[src/hw/rtl/spq_pkg.sv]
`timescale 1ns / 1ps
// ----------------------------------------------------------------------------
// spq_pkg: shared definitions of the sorted priority queue
// Sizes of the queue and its fields, and the command that the control
// hands to every cell of the chain.
// ----------------------------------------------------------------------------
package spq_pkg;

	// Queue size and field widths.
	localparam int QUEUE_DEPTH  = 64;
	localparam int KEY_BITS     = 32;
	localparam int VALUE_BITS   = 64;
	localparam int CNT_BITS     = $clog2(QUEUE_DEPTH + 1);
	localparam int ENTRIES_BITS = 7;

	// Operation codes of the action field.
	localparam logic ACT_INSERT = 1'b0;
	localparam logic ACT_REMOVE = 1'b1;

	// Command broadcast to the cells.
	typedef struct packed {
		logic cmp;        // compare the held key against the new key
		logic shift_out;  // remove: every cell takes its right neighbor (the tail keeps its own)
		logic shift_in;   // insert: open a slot at the insertion point
		logic replace;    // insert of a held key: overwrite its value
	} cell_cmd_t;

endpackage

[src/hw/rtl/spq_cell.sv]
`timescale 1ns / 1ps
// ----------------------------------------------------------------------------
// spq_cell: one slot of the sorted chain
// Holds one key/value entry, compares it against the new key, and moves
// data to or from its neighbors under the broadcast command.
// ----------------------------------------------------------------------------
module spq_cell (
	input  logic                           clk,
	input  logic                           arst_n,
	input  spq_pkg::cell_cmd_t             cmd,
	input  logic                           valid,
	input  logic [spq_pkg::KEY_BITS-1:0]   new_key,
	input  logic [spq_pkg::VALUE_BITS-1:0] new_value,
	input  logic                           left_gt,
	input  logic [spq_pkg::KEY_BITS-1:0]   left_key,
	input  logic [spq_pkg::VALUE_BITS-1:0] left_value,
	input  logic [spq_pkg::KEY_BITS-1:0]   right_key,
	input  logic [spq_pkg::VALUE_BITS-1:0] right_value,
	output logic [spq_pkg::KEY_BITS-1:0]   key,
	output logic [spq_pkg::VALUE_BITS-1:0] value,
	output logic                           gt,
	output logic                           eq
);

	logic [spq_pkg::KEY_BITS-1:0]   key_q;
	logic [spq_pkg::VALUE_BITS-1:0] value_q;
	logic                           gt_q;
	logic                           eq_q;

	// Compare flags: this entry is held and ranks above, or equals, the new key.
	always_ff @(posedge clk or negedge arst_n) begin
		if (!arst_n) begin
			gt_q <= 1'b0;
			eq_q <= 1'b0;
		end else if (cmd.cmp) begin
			gt_q <= valid && (key_q > new_key);
			eq_q <= valid && (key_q == new_key);
		end
	end

	// Entry storage. Remove: each cell takes its right neighbor's entry. Replace:
	// the matching cell takes the new value. Insert: cells ranking above the new
	// key stay, the first other cell takes the new entry and the rest shift right.
	always_ff @(posedge clk) begin
		if (cmd.shift_out) begin
			key_q   <= right_key;
			value_q <= right_value;
		end else if (cmd.shift_in && !gt_q) begin
			if (left_gt) begin
				key_q   <= new_key;
				value_q <= new_value;
			end else begin
				key_q   <= left_key;
				value_q <= left_value;
			end
		end else if (cmd.replace && eq_q) begin
			value_q <= new_value;
		end
	end

	assign key   = key_q;
	assign value = value_q;
	assign gt    = gt_q;
	assign eq    = eq_q;

endmodule

[config.mk]
export PLATFORM = sky130hd
export DESIGN_NAME = spq_cell
export DESIGN_NICKNAME = d
export VERILOG_FILES = /design/src/hw/rtl/spq_pkg.sv /design/src/hw/rtl/spq_cell.sv
export SDC_FILE = /design/constraint.sdc
export NUM_CORES = 1
export LEC_CHECK = 0
export ABC_AREA = 1
export BUFFER_PORTS_ARGS = -buffer_cell sky130_fd_sc_hd__clkbuf_2
export CAP_MARGIN = 10
export CORE_AREA = 3 3 153 155
export CTS_CLUSTER_SIZE = 40
export DETAILED_ROUTE_END_ITERATION = 8
export DIE_AREA = 0 0 156 158
export HOLD_SLACK_MARGIN = 0.08
export SETUP_SLACK_MARGIN = 0.1
export SYNTH_ARGS = -nofsm -noshare
export SYNTH_HDL_FRONTEND = slang
export SYNTH_SLANG_ARGS = --single-unit
[constraint.sdc]
create_clock -name clk -period 9 [get_ports clk]
set_input_delay 1.8 -clock clk [delete_from_list [all_inputs] [get_ports clk]]
set_output_delay 1.8 -clock clk [all_outputs]
set_load 0.01 [all_outputs]
# Word-level counts from Yosys, hierarchy flattened
# Index checks and enable logic that the tools add are counted.
# op_classes
magnitude_cmp	1
eq_ne	1
n_mux	7
reduce_logical	7
# ops
operator	n
64-bit two-way mux	4
32-bit two-way mux	3
32-bit == test	1
32-bit > comparator	1
1-bit logical AND	4
3-bit nonzero test	1
2-bit nonzero test	1
1-bit logical NOT	1
# word_totals
ff_bits	98
inputBits	296

# Depth between registers and ports, before layout
# Gate-level depths: netlist (run 1).
# logic_depth
ltp_word	4
depth_mapped	15

# Least setup slack after synthesis (run 1)
# Ideal clock, no wire load.
# synth_timing
path_kind	input port to flip-flop
start	input port cmd[2] in the netlist's numbering
end	register value_q (netlist bit value[0]), enable pin
arrival_ns	3.795
setup_slack_ns	4.352
cell_stages	5
path_buffers	3
cell_sequence	buf_2 inv_4 buf_4 buf_2 nand3_1
# synth_via
elab_chain_len	1
# synth_rtl
element	line	text
from (decl)	spq_cell.sv:10	input spq_pkg::cell_cmd_t cmd,
3-bit nonzero test (no line)	n/a	
to (signal assigned)	spq_cell.sv:47	value_q <= right_value;
to (signal assigned)	spq_cell.sv:51	value_q <= new_value;
to (signal assigned)	spq_cell.sv:54	value_q <= left_value;
to (decl)	spq_cell.sv:26	logic [spq_pkg::VALUE_BITS-1:0] value_q;
# No other way between the ends.
# A chain may end at the register's enable or synchronous reset.

# Final worst setup path (run 1)
# layout_timing
start	input port cmd[2] in the netlist's numbering
end	register value_q (netlist bit value[4]), enable pin
# The elaborated chain is that of the path after synthesis.

==> results of run 1 <==
==> synthesized netlist by cell type <==
library cell    n
o21ai_0         3
buf_8           1
edfxtp_1       96
dfrtp_1         2
clkbuf_1       14
buf_6           7
buf_2          21
nand2_4         1
nor2_1        108
buf_4           5
ha_1           32
inv_4           2
a21o_1          1
nand3_1        57
nor2_4          1
inv_1          43
a21oi_1        78
nand4_1         2
o21a_1          1
a31oi_1        64
nand3_2        10
nand2_1       141
==> flip-flops by register name (all words and copies together), names as in the netlist <==
signal / count
key: 32
eq: 1
value: 64
gt: 1
==> power by group through the flow <==
stage | Clock [mW] | Sequential, mW | Combinational, mW
6_report | 0.399 | 0.583 | 0.315
5_1_grt | 0.429 | 0.588 | 0.354
4_1_cts | 0.412 | 0.583 | 0.320
3_5_place_dp | 0 | 0.593 | 0.319
3_3_place_gp | 0 | 0.592 | 0.316
2_1_floorplan | 0 | 0.616 | 0.143
==> critical path, stage by stage <==
cell      delay (ns)
clkbuf_2        0.43
inv_4           0.71
nand3_4         0.84
==> path summary, 6_finish.rpt <==
check / from / endpoint / slack (ns) / cells after the start
max in group asynchronous: arst_n / gt / 7.67 / 1
max reg2reg: gt / value[33] / 6.52 / 5
min in group asynchronous: arst_n / eq / 1.23 / 1
min: eq / eq / 0.61 / 2
max: cmd[2] / value[4] / 4.85 / 3
min reg2reg: eq / eq / 0.61 / 2
==> final cells by class <==
class	count	area [µm²]	area share
Clock buffer	10	229	0.0275
Clock inverter	6	65.1	0.00780
Inverter	45	174	0.0209
Multi-Input combinational cell	499	2590	0.311
Sequential cell	98	2930	0.352
Tap cell	280	350	0.0420
Timing Repair Buffer	397	2000	0.240
==> cell families (layout without fill, tap and decap cells) <==
| family | Yosys count | after routing |
|---|---|---|
| flip-flops | 98 | 98 |
| AND/OR/NAND/NOR | 320 | 320 |
| AO/OA/AOI/OAI | 147 | 147 |
| adder cells (fa/ha/maj) | 32 | 32 |
| buffers and inverters | 93 | 458 |
==> layer usage <==
| metal | wire length, µm | track usage |
|---|---|---|
| met1 | 8820 | 0.209 |
| met2 | 11100 | 0.282 |
| met3 | 1910 | 0.0500 |
| met4 | 691 | 0.0711 |
| met5 | 14 | 0 |
==> results.md, run 1 <==
* Hold_ws at ~0.61 ns
* Post-route clock period utilization at 0.461
* Post-place setup slack at roughly 4.5 ns
* Peak VDD IR at 0.0000664 V
* Final Instance Count excl. Fillers at 1335
* Post-route ant nets at 0
* Register area share after synthesis at 0.491
* Fmax at 0.241 GHz
* Clock skew at between 0.01 and 0.015 ns
* GRT Overall Usage at 0.171
* Iteration count of the initial detailed-routing pass at 5
* Most common cell after layout, fill and taps aside: clkbuf_2
* Via density at between 4 and 5
* Worst-Skew Late Latency at about 0.35 ns
* Placed instance area at about 8000 µm²
* Port Buffers at approximately 400
* YS warnings at 0
* Slew Viols, Final at 0
* Setup violators final at 0
* Gpl congestion at just under 0.9
* Syn Area/Cell at between 8 and 9 µm²
* Clk pwr share at 0.308
* Drt drc at 0
* Antenna Cells at 0
* PwrDens at about 160 nW/µm²
* Mux cell area share after synthesis at 0
* Detailed Route WL at around 23000 µm
* Worst hold path type: reg2reg
* Int Pwr at 0.910 mW
* Die Footprint at 24600 µm²
* Switch Pwr at 0.388 mW
* Fin nets at 1378
* Switching Fraction at 0.299
* Layout area overhead at 39.6%
* PnR worst setup slack at 4.85 ns
* Vias in the first global route at 5964
* Largest family of logic cells by synthesized area: simple AND/OR/NAND/NOR gates
* CTS tree: done
* CTS buffer count at 9
* Initial core utilization at 0.272
* Row count at 54
* Top cell type's share of synthesized area at 0.483
* Fin crit period at 4.15 ns
* Max Cap Viol at 0
* Fillers at roughly 2300
* RSZ-0062 raised after global routing: no
* Clk sinks at around 100
* Compound-cell area share of the yosys netlist at 0.137
* Hold-fix buffers, CTS at 0
* Number of setup buffers added after CTS at 0
* Outcome: finished, final reports clean
* Post-CTS resize count at 0
* Initial DRC Count at roughly 480
* Crit Path Category: in2reg
* Rel. slew slack at 0.347
* Final instance area at approximately 8300 µm²
* Post-DP HPWL at roughly 17000 µm
* Fin. Hold Viols at 0
* Largest net degree at the start of global routing at between 90 and 100
* Worst-Margin Slew at 0.979 ns
* CTS Root Cell: clkbuf_16
* Setup tns final at 0 ns
* Area contributors post-synth: edfxtp_1 (48%), nand2_1 (8.9%), nor2_1 (6.8%)
* XOR/XNOR share of the synthesized area at 0
* Crit path DAT at between 3 and 4 ns
* First-pass GRT wire length at 32700 µm
* Clk slew on worst S/H paths at 0.07 ns
* Core Box Area at between 20000 and 25000 µm²
* Comb pwr share at 0.243
* Most frequent cells in the layout: clkbuf_2 (393), nand2_1 (141), nor2_1 (108)
* Final core occ at 0.380
* Number of top-level pins at between 300 and 400
* Area leader, netlist: edfxtp_1
* Number of synthesized register bits at between 90 and 100
* Cell count after synthesis at 690
* Lkg Pwr at slightly above 4 nW
* Die span in y at about 160 µm
* Avg WL per Cell at 16.9 µm
* Count of different cell masters after synthesis at 22
* Crit path launch type: input port
* Initial antenna violation count at 1
* Grt ovf at 0
* Simple-gate area share of the yosys netlist at 0.227
* Ratio of cells with drive above 1 in the final layout at 0.404
* Pwr Total at roughly 1.3 mW
* Placed instance count at 1319
* CTS max path bufs at 2
* Synth Net Count at roughly 1000
* Area share of fa/ha/maj cells after synthesis at 0.0670
* Die Wd at approximately 160 µm
* Required @ worst endpoint at 8.79 ns
* Part of the power in registers at 0.449
* Vias at between 6000 and 7000
* Mapped Area at 5970 µm²
* H-Tree Depth at 3
* CP Capture Type: register
* CP Max Fanout at 70
Note: power is estimated with default switching activity, not from simulation.
==> inputs of run 2 (changes only) <==
--- a/config.mk
+++ b/config.mk
@@ -5,7 +5,7 @@
 export SDC_FILE = /design/constraint.sdc
 export NUM_CORES = 1
 export LEC_CHECK = 0
-export ABC_AREA = 1
+export ABC_AREA = 0
 export BUFFER_PORTS_ARGS = -buffer_cell sky130_fd_sc_hd__clkbuf_2
 export CAP_MARGIN = 10
 export CORE_AREA = 3 3 153 155
==> constraint.sdc (replaced) <==
create_clock -name clk -period 4.2 [get_ports clk]
set_input_delay 0.84 -clock clk [delete_from_list [all_inputs] [get_ports clk]]
set_output_delay 0.84 -clock clk [all_outputs]
set_load 0.01 [all_outputs]
==> results.md, run 2 <==
* Setup tns final at 0 ns (unchanged)
* Crit Path Category: in2reg (unchanged)
* H-Tree Depth at 3 (unchanged)
* Initial antenna violation count at 0 (was 1)
* Outcome: finished, final reports clean (unchanged)
* Core Box Area at 22000 µm² (unchanged)
* Fin crit period at 2.19 ns
* Number of top-level pins at 394 (unchanged)
* Main synth FF type: edfxtp_1 (unchanged)
* Via density at 4.43 (was 4.72)
* Iteration count of the initial detailed-routing pass at 4 (was 5)
* Worst-Skew Late Latency at 0.35 ns (about the same)
* RSZ-0062 raised after global routing: no (unchanged)
* CTS buffer count at 9 (unchanged)
* Slew Viols, Final at 0 (unchanged)
* CP Max Fanout at 40 (was 70)
* Die Wd at 156 µm (unchanged)
* Peak VDD IR at 0.000146 V (was 0.0000664 V)
* Final Instance Count excl. Fillers at 1200 (was 1335)
* CP Capture Type: register (unchanged)
* CTS tree: done (unchanged)
* Post-route clock period utilization at 0.521
* Mapped Area at 5790 µm² (was 5970 µm²)
* Final core occ at 0.379 (was 0.380)
* Clock skew at 0.0126 ns (was 0.0139 ns)
* Crit path DAT at 2.26 ns (was 3.94 ns)
* GRT Overall Usage at 0.151 (was 0.171)
* Lkg Pwr at 4.13 nW (was 4.15 nW)
* Register area share after synthesis at 0.507 (was 0.491)
* Required @ worst endpoint at 4.27 ns (was 8.79 ns)
* Hold_ws at 0.281 ns (was 0.612 ns)
* Detailed Route WL at 19500 µm (was 22500 µm)
* Port Buffers at 393 (unchanged)
* Post-synth EDFFs at 96 (unchanged)
* PwrDens at 326 nW/µm² (was 156 nW/µm²)
* Top post-synthesis cells by count: nand2_1 (102), edfxtp_1 (96), mux2i_1 (96), o21ai_1 (96), inv_1 (33) (was nand2_1 (141), nor2_1 (108), edfxtp_1 (96))
* Syn Area/Cell at 10.7 µm² (was 8.66 µm²)
* Cell with the most instances after synthesis: nand2_1 (unchanged)
* Ratio of cells with drive above 1 in the final layout at 0.455 (was 0.404)
* Die span in y at 158 µm (unchanged)
* CTS max path bufs at 2 (unchanged)
* Worst-Margin Slew at 0.892 ns (was 0.979 ns)
* YS warnings at 0 (unchanged)
* Share of flip-flops with an asynchronous set or reset at 0.0204 (unchanged)
* Drt drc at 0 (unchanged)
* Largest net degree at the start of global routing at 192 (was 94)
* Die Footprint at 24600 µm² (unchanged)
* Fmax at roughly 0.46 GHz
* Gpl congestion at 0.800 (was 0.882)
* CTS Root Cell: clkbuf_16 (unchanged)
* Area contributors post-synth: edfxtp_1 (50%), mux2i_1 (17%), o21ai_1 (8.3%) (was edfxtp_1 (48%), nand2_1 (8.9%), nor2_1 (6.8%))
* Post-route ant nets at 0 (unchanged)
* Layout area overhead at 43.7% (was 39.6%)
* Crit path launch type: input port (unchanged)
* Top cell type's share of synthesized area at 0.498 (was 0.483)
* Clk slew on worst S/H paths at 0.07 ns (about the same)
* Worst hold path type: in2async (was reg2reg)
* Number of synthesized register bits at 98 (unchanged)
* Antenna Cells at 0 (unchanged)
* Row count at 54 (unchanged)
* First-pass GRT wire length at 28600 µm (was 32700 µm)
* Number of setup buffers added after CTS at 0 (unchanged)
* Post-CTS resize count at 0 (unchanged)
* Pwr Total at 2.71 mW (was 1.30 mW)
* Post-DP HPWL at 15800 µm (was 17200 µm)
* Max Cap Viol at 0 (unchanged)
* Synth Net Count at 867 (was 1018)
* Initial core utilization at 0.263 (was 0.272)
* Area leader, netlist: edfxtp_1 (unchanged)
* Fin. Hold Viols at 0 (unchanged)
* Most frequent cells in the layout: clkbuf_2 (392), nand2_1 (102), mux2i_1 (96), o21ai_1 (96), edfxtp_1 (96) (was clkbuf_2 (393), nand2_1 (141), nor2_1 (108))
* Count of different cell masters after synthesis at 35 (was 22)
* Placed instance count at 1186 (was 1319)
* Setup violators final at 0 (unchanged)
* Rel. slew slack at 0.405 (was 0.347)
* Grt ovf at 0 (unchanged)
* Fillers at 2228 (was 2295)
* Avg WL per Cell at 16.2 µm (was 16.9 µm)
* Initial DRC Count at 254 (was 477)
* Max reg flops at 64 (unchanged)
* Cell count after synthesis at 539 (was 690)
* Vias at 5320 (was 6298)
* Vias in the first global route at 5209 (was 5964)
* Clk sinks at 98 (unchanged)
* Fin nets at 1245 (was 1378)
* Most common cell after layout, fill and taps aside: clkbuf_2 (unchanged)
* Hold-fix buffers, CTS at 0 (unchanged)
## run 2: cell types whose count changed in the layout (fill, tap and decap cells not counted), moves of 52 or more
cell	change
nor2_1	-106
a21oi_1	-65
mux2i_1	+96
o21ai_1	+96
nand3_1	-52
a31oi_1	-63
## run 2: logic make-up (layout without fill, tap and decap cells)
| logic type | count (synthesis) | in the layout | synth area share |
|---|---|---|---|
| and+or+nand+nor | 124 | 124 | 0.0960 |
| adders and majority gates | 32 | 32 | 0.0692 |
| AOI/OAI and AO/OA | 124 | 124 | 0.113 |
| muxes | 96 | 96 | 0.166 |
| buffers and inverters | 65 | 446 | 0.0484 |
| DFF | 98 | 98 | 0.507 |
## run 2: final cells by class
type	instances	area [µm²]	area share
sequential	98	2930	0.353
multi-input combinational	376	2580	0.311
timing repair buffer	398	2040	0.245
tap	280	350	0.0421
clock buffer	9	225	0.0271
inverter	34	128	0.0154
clock inverter	5	57.6	0.00692
## run 2: report_power, final
group	leakage [nW]	internal, mW	switching (mW)	total [mW]
registers	1.01	1.20	0.0386	1.24
clock network	0.131	0.455	0.373	0.828
logic	2.98	0.292	0.351	0.642
## run 2: per-layer routing
| metal | vias up | track usage | routed length, µm |
|---|---|---|---|
| li1 | 2704 | - | - |
| met1 | 2348 | 0.177 | 7740 |
| met2 | 252 | 0.274 | 9940 |
| met3 | 16 | 0.0399 | 1500 |
| met4 | 0 | 0.0370 | 302 |
| met5 | - | 0 | 0 |
## run 2: path summary, 6_finish.rpt
check / from / slack, ns / cells after the start / to
min in group clk: eq / 0.59 / 2 / eq
hold reg to reg: eq / 0.59 / 2 / eq
setup / recovery: cmd[1] / 2.01 / 6 / value[2]
max in group asynchronous: arst_n / 3.82 / 1 / eq
hold / removal: arst_n / 0.28 / 1 / eq
setup reg to reg: gt / 2.14 / 6 / value[2]
## run 2: critical path: stages
cell and delay (ns):
clkbuf_2 0.07, nand2_1 0.14, nor2_8 0.47, buf_12 0.34, mux2i_1 0.27, o21ai_1 0.07
## run 2: stage by stage
step                cell area (µm²)  worst slack [ns]
floorplan                      5790             0.518
global placement               8030              1.68
detailed placement             8030              1.64
CTS                            8310              2.01
global route                   8310              1.90
finish                         8310              2.01
